<file path="src/rtl/core/zcgs_pkg.sv">
// Shared types, constants and threshold tables for the Gaussian sampler.
package zcgs_pkg;

  localparam int TableEntriesDef = 43;
  localparam int SignBitsDef     = 8;
  localparam int RomRows         = 43;

  localparam logic [3:0] PH_SIGN  = 4'd0;
  localparam logic [3:0] PH_WORD  = 4'd1;
  localparam logic [3:0] PH_BYTE0 = 4'd2;
  localparam logic [3:0] PH_BYTE1 = 4'd3;
  localparam logic [3:0] PH_BYTE2 = 4'd4;
  localparam logic [3:0] PH_BYTE3 = 4'd5;
  localparam logic [3:0] PH_CMP   = 4'd6;

  localparam logic [1:0] ST_MORE  = 2'd0;
  localparam logic [1:0] ST_READY = 2'd1;
  localparam logic [1:0] ST_FAULT = 2'd2;

  typedef struct packed {
    logic step;    // input beat taken
    logic walk;    // threshold walk running
    logic finish;  // last threshold this cycle
  } zcgs_cmd_t;

  typedef struct packed {
    logic walk_needed;
    logic walk_last;
  } zcgs_sts_t;

  function automatic logic [95:0] rcdt_entry(input logic [5:0] idx);
    logic [95:0] v;
    case (idx)
      6'd0:  v = 96'hce503fb8_2bf9fc6b_88b900fb;
      6'd1:  v = 96'h9e65c9dd_51e6535e_46db7bdf;
      6'd2:  v = 96'h736c8f43_7bf6d15d_822b6b4b;
      6'd3:  v = 96'h4f94bfc5_0a8f7aee_d5a9d95e;
      6'd4:  v = 96'h33c73983_b76a6d03_fce5c221;
      6'd5:  v = 96'h1fb8c3b4_d77825e8_5c8a9f2f;
      6'd6:  v = 96'h124423c9_c9d3367e_8155778f;
      6'd7:  v = 96'h09def8d6_0ffc3c9f_e291c7fe;
      6'd8:  v = 96'h04ffeedb_a2661cd7_057b4a4f;
      6'd9:  v = 96'h025f0053_839e514a_098c7c08;
      6'd10: v = 96'h010d4aaf_5eccd9e6_fe956d82;
      6'd11: v = 96'h006fad4d_c98a463c_153db316;
      6'd12: v = 96'h002b43da_043be9c4_a3cf5e51;
      6'd13: v = 96'h000fa65d_2de92b55_0059f8d0;
      6'd14: v = 96'h00054875_70288c23_c20db91f;
      6'd15: v = 96'h0001a9eb_320acc2c_8f6199b4;
      6'd16: v = 96'h00007d16_2aad04bd_ccdcfcdf;
      6'd17: v = 96'h0000223f_be857857_1acf4e95;
      6'd18: v = 96'h000008bd_84aed6d2_fb61f525;
      6'd19: v = 96'h00000214_185c3df1_8050062c;
      6'd20: v = 96'h00000075_e36133e2_8ce91cc5;
      6'd21: v = 96'h00000018_545de7c6_8a9820ce;
      6'd22: v = 96'h00000004_ad2a532a_f7fa81d7;
      6'd23: v = 96'h00000000_d648da3f_ad547ca0;
      6'd24: v = 96'h00000000_23b6a4bf_33e40e56;
      6'd25: v = 96'h00000000_058aa1c6_7188ac8f;
      6'd26: v = 96'h00000000_00cceb4e_86ca6c0e;
      6'd27: v = 96'h00000000_001b8da0_7d1db494;
      6'd28: v = 96'h00000000_000372c4_09ac00bf;
      6'd29: v = 96'h00000000_000066d2_b972999b;
      6'd30: v = 96'h00000000_00000b25_636b064c;
      6'd31: v = 96'h00000000_0000011f_d6ede1ad;
      6'd32: v = 96'h00000000_0000001b_04fc46a2;
      6'd33: v = 96'h00000000_00000002_5c2b98f5;
      6'd34: v = 96'h00000000_00000000_311a1c8e;
      6'd35: v = 96'h00000000_00000000_03b683de;
      6'd36: v = 96'h00000000_00000000_0042df2f;
      6'd37: v = 96'h00000000_00000000_00046081;
      6'd38: v = 96'h00000000_00000000_00004439;
      6'd39: v = 96'h00000000_00000000_000003dc;
      6'd40: v = 96'h00000000_00000000_00000033;
      6'd41: v = 96'h00000000_00000000_00000002;
      default: v = 96'h0;
    endcase
    return v;
  endfunction

  function automatic logic [63:0] accept_entry(input logic [5:0] idx);
    logic [63:0] v;
    case (idx)
      6'd0:  v = 64'hf6e0825e7813b817;
      6'd1:  v = 64'he5983fed29e5e463;
      6'd2:  v = 64'hd585b43a287a0623;
      6'd3:  v = 64'hc69330eb1b2149e5;
      6'd4:  v = 64'hb8ac8c3104cb30f1;
      6'd5:  v = 64'habbf059532c294b9;
      6'd6:  v = 64'h9fb92cad9be6c017;
      6'd7:  v = 64'h948ac9969105667d;
      6'd8:  v = 64'h8a24c712027acf95;
      6'd9:  v = 64'h80791e2ed7f1e3c7;
      6'd10: v = 64'h777ac35ce7fb0a54;
      6'd11: v = 64'h6f1d94d4093b73d3;
      6'd12: v = 64'h67564a367fd11037;
      6'd13: v = 64'h601a6558b3ef7946;
      6'd14: v = 64'h59602419a9563867;
      6'd15: v = 64'h531e73391fcf5674;
      6'd16: v = 64'h4d4ce2199adca33f;
      6'd17: v = 64'h47e3975dccfaaa96;
      6'd18: v = 64'h42db46520ad27c13;
      6'd19: v = 64'h3e2d25137dec1ab8;
      6'd20: v = 64'h39d2e367ce820538;
      6'd21: v = 64'h35c6a238e9d2947e;
      6'd22: v = 64'h3202eba968348d11;
      6'd23: v = 64'h2e82abb6e38cbf8f;
      6'd24: v = 64'h2b4129604e8e8dc4;
      6'd25: v = 64'h283a00470f26313f;
      6'd26: v = 64'h25691ac244098095;
      6'd27: v = 64'h22caac5c376dea47;
      6'd28: v = 64'h205b2cb2901ce178;
      6'd29: v = 64'h1e1752b2575244ee;
      6'd30: v = 64'h1bfc102965bbb00a;
      6'd31: v = 64'h1a068da73cff8510;
      6'd32: v = 64'h183426a7be95e626;
      6'd33: v = 64'h16826602942070da;
      6'd34: v = 64'h14ef029a7a3f9c37;
      6'd35: v = 64'h1377dc47f504a7f8;
      6'd36: v = 64'h121af8fb454605be;
      6'd37: v = 64'h10d68211c0a4f1ba;
      6'd38: v = 64'h0fa8c1daf3638445;
      6'd39: v = 64'h0e90214a33a7bdaf;
      6'd40: v = 64'h0d8b25d189a77cf8;
      6'd41: v = 64'h0c986f63081cfdbe;
      default: v = 64'h0bb6b695e41ab500;
    endcase
    return v;
  endfunction

endpackage

</file>
<file path="src/rtl/core/zcgs_ctrl.sv">
// Controller: accepts beats and sequences the threshold walk.
module zcgs_ctrl
  import zcgs_pkg::*;
(
  input  logic      clk,
  input  logic      rst_n,
  input  logic      in_fire,
  input  zcgs_sts_t sts,
  output zcgs_cmd_t cmd,
  output logic      idle
);

  typedef enum logic [1:0] {
    S_IDLE = 2'b01,
    S_WALK = 2'b10
  } state_t;

  state_t state_r, state_nxt;

  always_comb begin
    state_nxt  = state_r;
    cmd        = '0;
    idle       = 1'b0;
    unique case (state_r)
      S_IDLE: begin
        idle     = 1'b1;
        cmd.step = in_fire;
        if (in_fire && sts.walk_needed) begin
          state_nxt = S_WALK;
        end
      end
      S_WALK: begin
        cmd.walk   = 1'b1;
        cmd.finish = sts.walk_last;
        if (sts.walk_last) begin
          state_nxt = S_IDLE;
        end
      end
      default: state_nxt = S_IDLE;
    endcase
  end

  always_ff @(posedge clk) begin
    if (!rst_n) begin
      state_r <= S_IDLE;
    end else begin
      state_r <= state_nxt;
    end
  end

`ifndef SYNTH
  a_walk_blocks_input: assert property (@(posedge clk) disable iff (!rst_n)
    state_r == S_WALK |-> !cmd.step) else $error("beat taken during walk");
  a_walk_ends: assert property (@(posedge clk) disable iff (!rst_n)
    cmd.finish |=> state_r == S_IDLE) else $error("walk did not end");
  a_walk_start: assert property (@(posedge clk) disable iff (!rst_n)
    cmd.step && sts.walk_needed |=> cmd.walk) else $error("walk did not start");
`endif

endmodule

</file>
<file path="config.mk">
export PLATFORM = sky130hd
export DESIGN_NAME = zcgs_ctrl
export DESIGN_NICKNAME = d
export VERILOG_FILES = /design/src/rtl/core/zcgs_pkg.sv /design/src/rtl/core/zcgs_ctrl.sv
export SDC_FILE = /design/constraint.sdc
export NUM_CORES = 1
export LEC_CHECK = 0
export BUFFER_PORTS_ARGS = -buffer_cell sky130_fd_sc_hd__buf_2
export CORE_AREA = 2 2 39 41
export CTS_CLUSTER_SIZE = 40
export DETAILED_ROUTE_END_ITERATION = 7
export DIE_AREA = 0 0 41 43
export PLACE_DENSITY = 0.33
export SYNTH_ARGS = -nofsm -noshare
export SYNTH_HDL_FRONTEND = slang
export SYNTH_SLANG_ARGS = --single-unit
</file>
<file path="constraint.sdc">
create_clock -name clk -period 1.26 [get_ports clk]
set_clock_uncertainty 0.2 [all_clocks]
set_input_delay 0.126 -clock clk [delete_from_list [all_inputs] [get_ports clk]]
set_output_delay 0.126 -clock clk [all_outputs]
set_load 0.05 [all_outputs]
</file>
=== After elaboration in Yosys (flattened, before gate mapping) ===
Index checks and enable logic that the tools add are counted.

* Bits in registers: 2
* Bits of input ports: 5
* Output and inout bits: 4
* Logic and storage cells: 13

* Equality and inequality tests: 4
* Mux-type cells: 6
* Reductions and logical operators: 2

{| class="wikitable"
|+ Operator list
! kind !! count
|-
| $mux W2 || 3
|-
| $ne A2 B2 Y1 const B || 2
|-
| $pmux W2 S2 || 1
|-
| $eq A2 B1 Y1 const B || 1
|-
| $eq A2 B2 Y1 const B || 1
|-
| $mux W1 || 2
|-
| $reduce_and A2 Y1 || 1
|-
| $logic_and A1 B1 Y1 || 1
|}

=== Logic depth before layout (Yosys ltp) ===
* Depth after elaboration: 3
* Depth in mapped cells: 2
* Gate-level depth less buffers: 2

=== Worst setup path before layout ===
OpenSTA, ideal clock, no wires.

* Path kind: register to output
* Start point: register state_r[1]
* End point: output cmd[0] (netlist name)
* Arrival: 1.603 ns
* Required time: 0.934 ns
* Slack: -0.669 ns
* Cell stages (with the launch flop): 3
* Path buffers: 0
* Path through: dfxtp_1 -> nor2b_1 -> and2_1

{| class="wikitable"
|+ RTL lines
! item !! line !! text
|-
| from (decl) || zcgs_ctrl.sv:18 || <nowiki>state_t state_r, state_nxt;</nowiki>
|-
| from (signal assigned) || zcgs_ctrl.sv:47 || <nowiki>state_r <= state_nxt;</nowiki>
|-
| to (decl) || zcgs_ctrl.sv:9 || <nowiki>output zcgs_cmd_t cmd,</nowiki>
|}

==> reports/qor.csv <==
metric,value,unit
cell internal pwr,0.209,mW
H-tree depth,1,
Peak supply drop,0.000245,V
Worst Tran Pin Value,164,ps
Syn Inst Count,10,
WHS,75.9,ps
CP Max Fanout,4,
TritonCTS Buffers,3,
largest net degree at the start of global routing,5,
Final Cell Area,265,µm²
Ports,9,
maximum clock rate,728,MHz
CP startpoint kind,flop,
Logic pwr share,24.4,%
Netlist Area Pre-Place,101,µm²
Slew headroom,89.0,%
violated checks,negative setup slack,
"Cell Area, Placed",179,µm²
GRT Residual Overflow,0,
unrepaired setup endpoints after global routing,yes,
number of inserted diodes,0,
CTS tree,built,
status,"finished, violations left",
synthesized flop and latch total,2,
Syn Area/Cell,10.1,µm²
top cell type's share of synthesized area,39.5,%
root buffer cell,clkbuf_4,
Cell variety after synth,8,
total wire length,304,µm
Final min period,1370,ps
setup ws final,-114,ps
Biggest register,state_r,
drt pass-1 iters,1,
max-slew violations,0,
area of the core,1380,µm²
Die X,41,µm
DR WL/cell,7.60,µm
Area contributors post-synth,"dfxtp_1 40%, and2_1 12%, nor3b_2 12%",
Initial Util,7.32,%
layout cells sized above 1,79.2,%
CP Launch Point,state_r[1]$_SDFFE_PN0P_,
Switching Fraction,25.7,%
MaxCap Viol Count,0,
Area growth syn-to-layout,162,%
YS warnings,0,
Sequential Area,42.5,µm²
largest registers,state_r: 2 flops,
vias per cell,2.93,
Hold Path Class,primary input to flop,
Yosys top cell by area,dfxtp_1,
total power,0.282,mW
routability cong.,0.563,
vias in the first global route,146,
Via Count,117,
Clock power frac,50.5,%
Syn Nets,15,
Nets,31,
period utilization,109,%
hold_sp,sts[1],
Residual DRC,0,
die height,43,µm
setup TNS,-250,ps
Crit Path Class,flop to output pin,
Clock Pin Slew Worst Setup and Hold Paths,30,ps
Crit. End Element,output pin,
initial antenna violation count,0,
Sequential Power Share,25.1,%
Core Rows,14,
Sink Count,2,
post-route ant nets,0,
gr usage total,5.11,%
Buffers on Ports,8,
initial drt markers,0,
area taken by multi-input logic gates,76.3,µm²
fill count,140,
CP required,930,ps
Die ar.,1760,µm²
"Seq/Total Area, Yosys",39.5,%
DP HPWL,227,µm
Clock Tree Buf Depth,2,
Skew-Pair Late Insertion Delay,220,ps
first-pass GRT wire length,517,µm
Fin. Hold Viols,0,
Pwr Density,1060,nW/µm²
Leak,0.113,nW
CP arrival,1050,ps
max reg flops,2,
Psw,0.0724,mW
RR Startpoint,state_r[0]$_SDFFE_PN1P_,
final setup fails,3,
area by class of cell:
| class | count | share of cell area, % |
|---|---|---|
| well taps | 16 | 7.55 |
| flip-flops and latches | 2 | 16.0 |
| repair buffers | 11 | 39.2 |
| clock buffers | 3 | 8.49 |
| multi-input cells | 8 | 28.8 |
Yosys cell counts:
cell type  instances
and2_1             2
nor3b_2            1
o21ai_1            1
dfxtp_1            2
and4b_1            1
nor2b_1            1
o21a_1             1
and2b_1            1
routing by layer:
metal	up-vias	wire length [µm]	global-route usage, %
met5	-	0	0
met4	0	0	8.00
met3	0	49	2.62
met2	9	122	5.63
met1	45	132	5.10
li1	63	-	-
cell families after synthesis:
kind of cell       count (synthesis)  share of synthesized area (%)
DFF                                2                           39.5
AOI/OAI and AO/OA                  2                           12.3
and+or+nand+nor                    6                           48.2
worst paths after layout:
| path | to | slack (ps) | depth (start not counted) |
|---|---|---|---|
| setup / recovery | cmd[2] | -110 | 3 |
| hold / removal | state_r[0]$_SDFFE_PN1P_ | 80 | 3 |
| setup reg to reg | state_r[1]$_SDFFE_PN0P_ | 230 | 2 |
| hold reg to reg | state_r[0]$_SDFFE_PN1P_ | 380 | 2 |
metrics by stage:
step | cells | setup slack, ps | utilization (%)
floorplan | 10 | -9.69 | -
global placement | 34 | 24.2 | 12.9
detailed placement | 34 | 14.7 | 12.9
CTS | 40 | -128 | 18.9
global route | 40 | -154 | 19.2
finish | 40 | -114 | 19.2
power by group through the flow:
stage          registers [mW]  clock network (mW)  logic (mW)
2_1_floorplan          0.0707                   0      0.0346
3_3_place_gp           0.0712                   0      0.0471
3_5_place_dp           0.0714                   0      0.0479
4_1_cts                0.0706               0.153      0.0688
5_1_grt                0.0713               0.150      0.0733
6_report               0.0706               0.142      0.0688
critical path: stages, from the launching register on:
cell,delay (ps)
dfxtp_2,320
and2b_4,240
and2_4,130
buf_8,130
timing repair:
action,4_1_cts,5_1_grt
hold endpoints to repair,2,0
endpoints found under the setup margin,4,4
gates resized for setup,10,1
hold buffers,2,0
buffers inserted,1,0
pin swaps,1,0
layout by cell type, fill, tap and decap left out:
cell	count
and2b_4	1
o21ai_1	1
buf_4	1
nor2b_4	1
o21a_1	1
buf_8	3
buf_2	4
clkbuf_4	3
buf_6	1
nor3b_2	1
and4b_1	1
dlygate4sd3_1	2
dfxtp_2	2
and2_4	2
(Power assumes the default switching activity.)
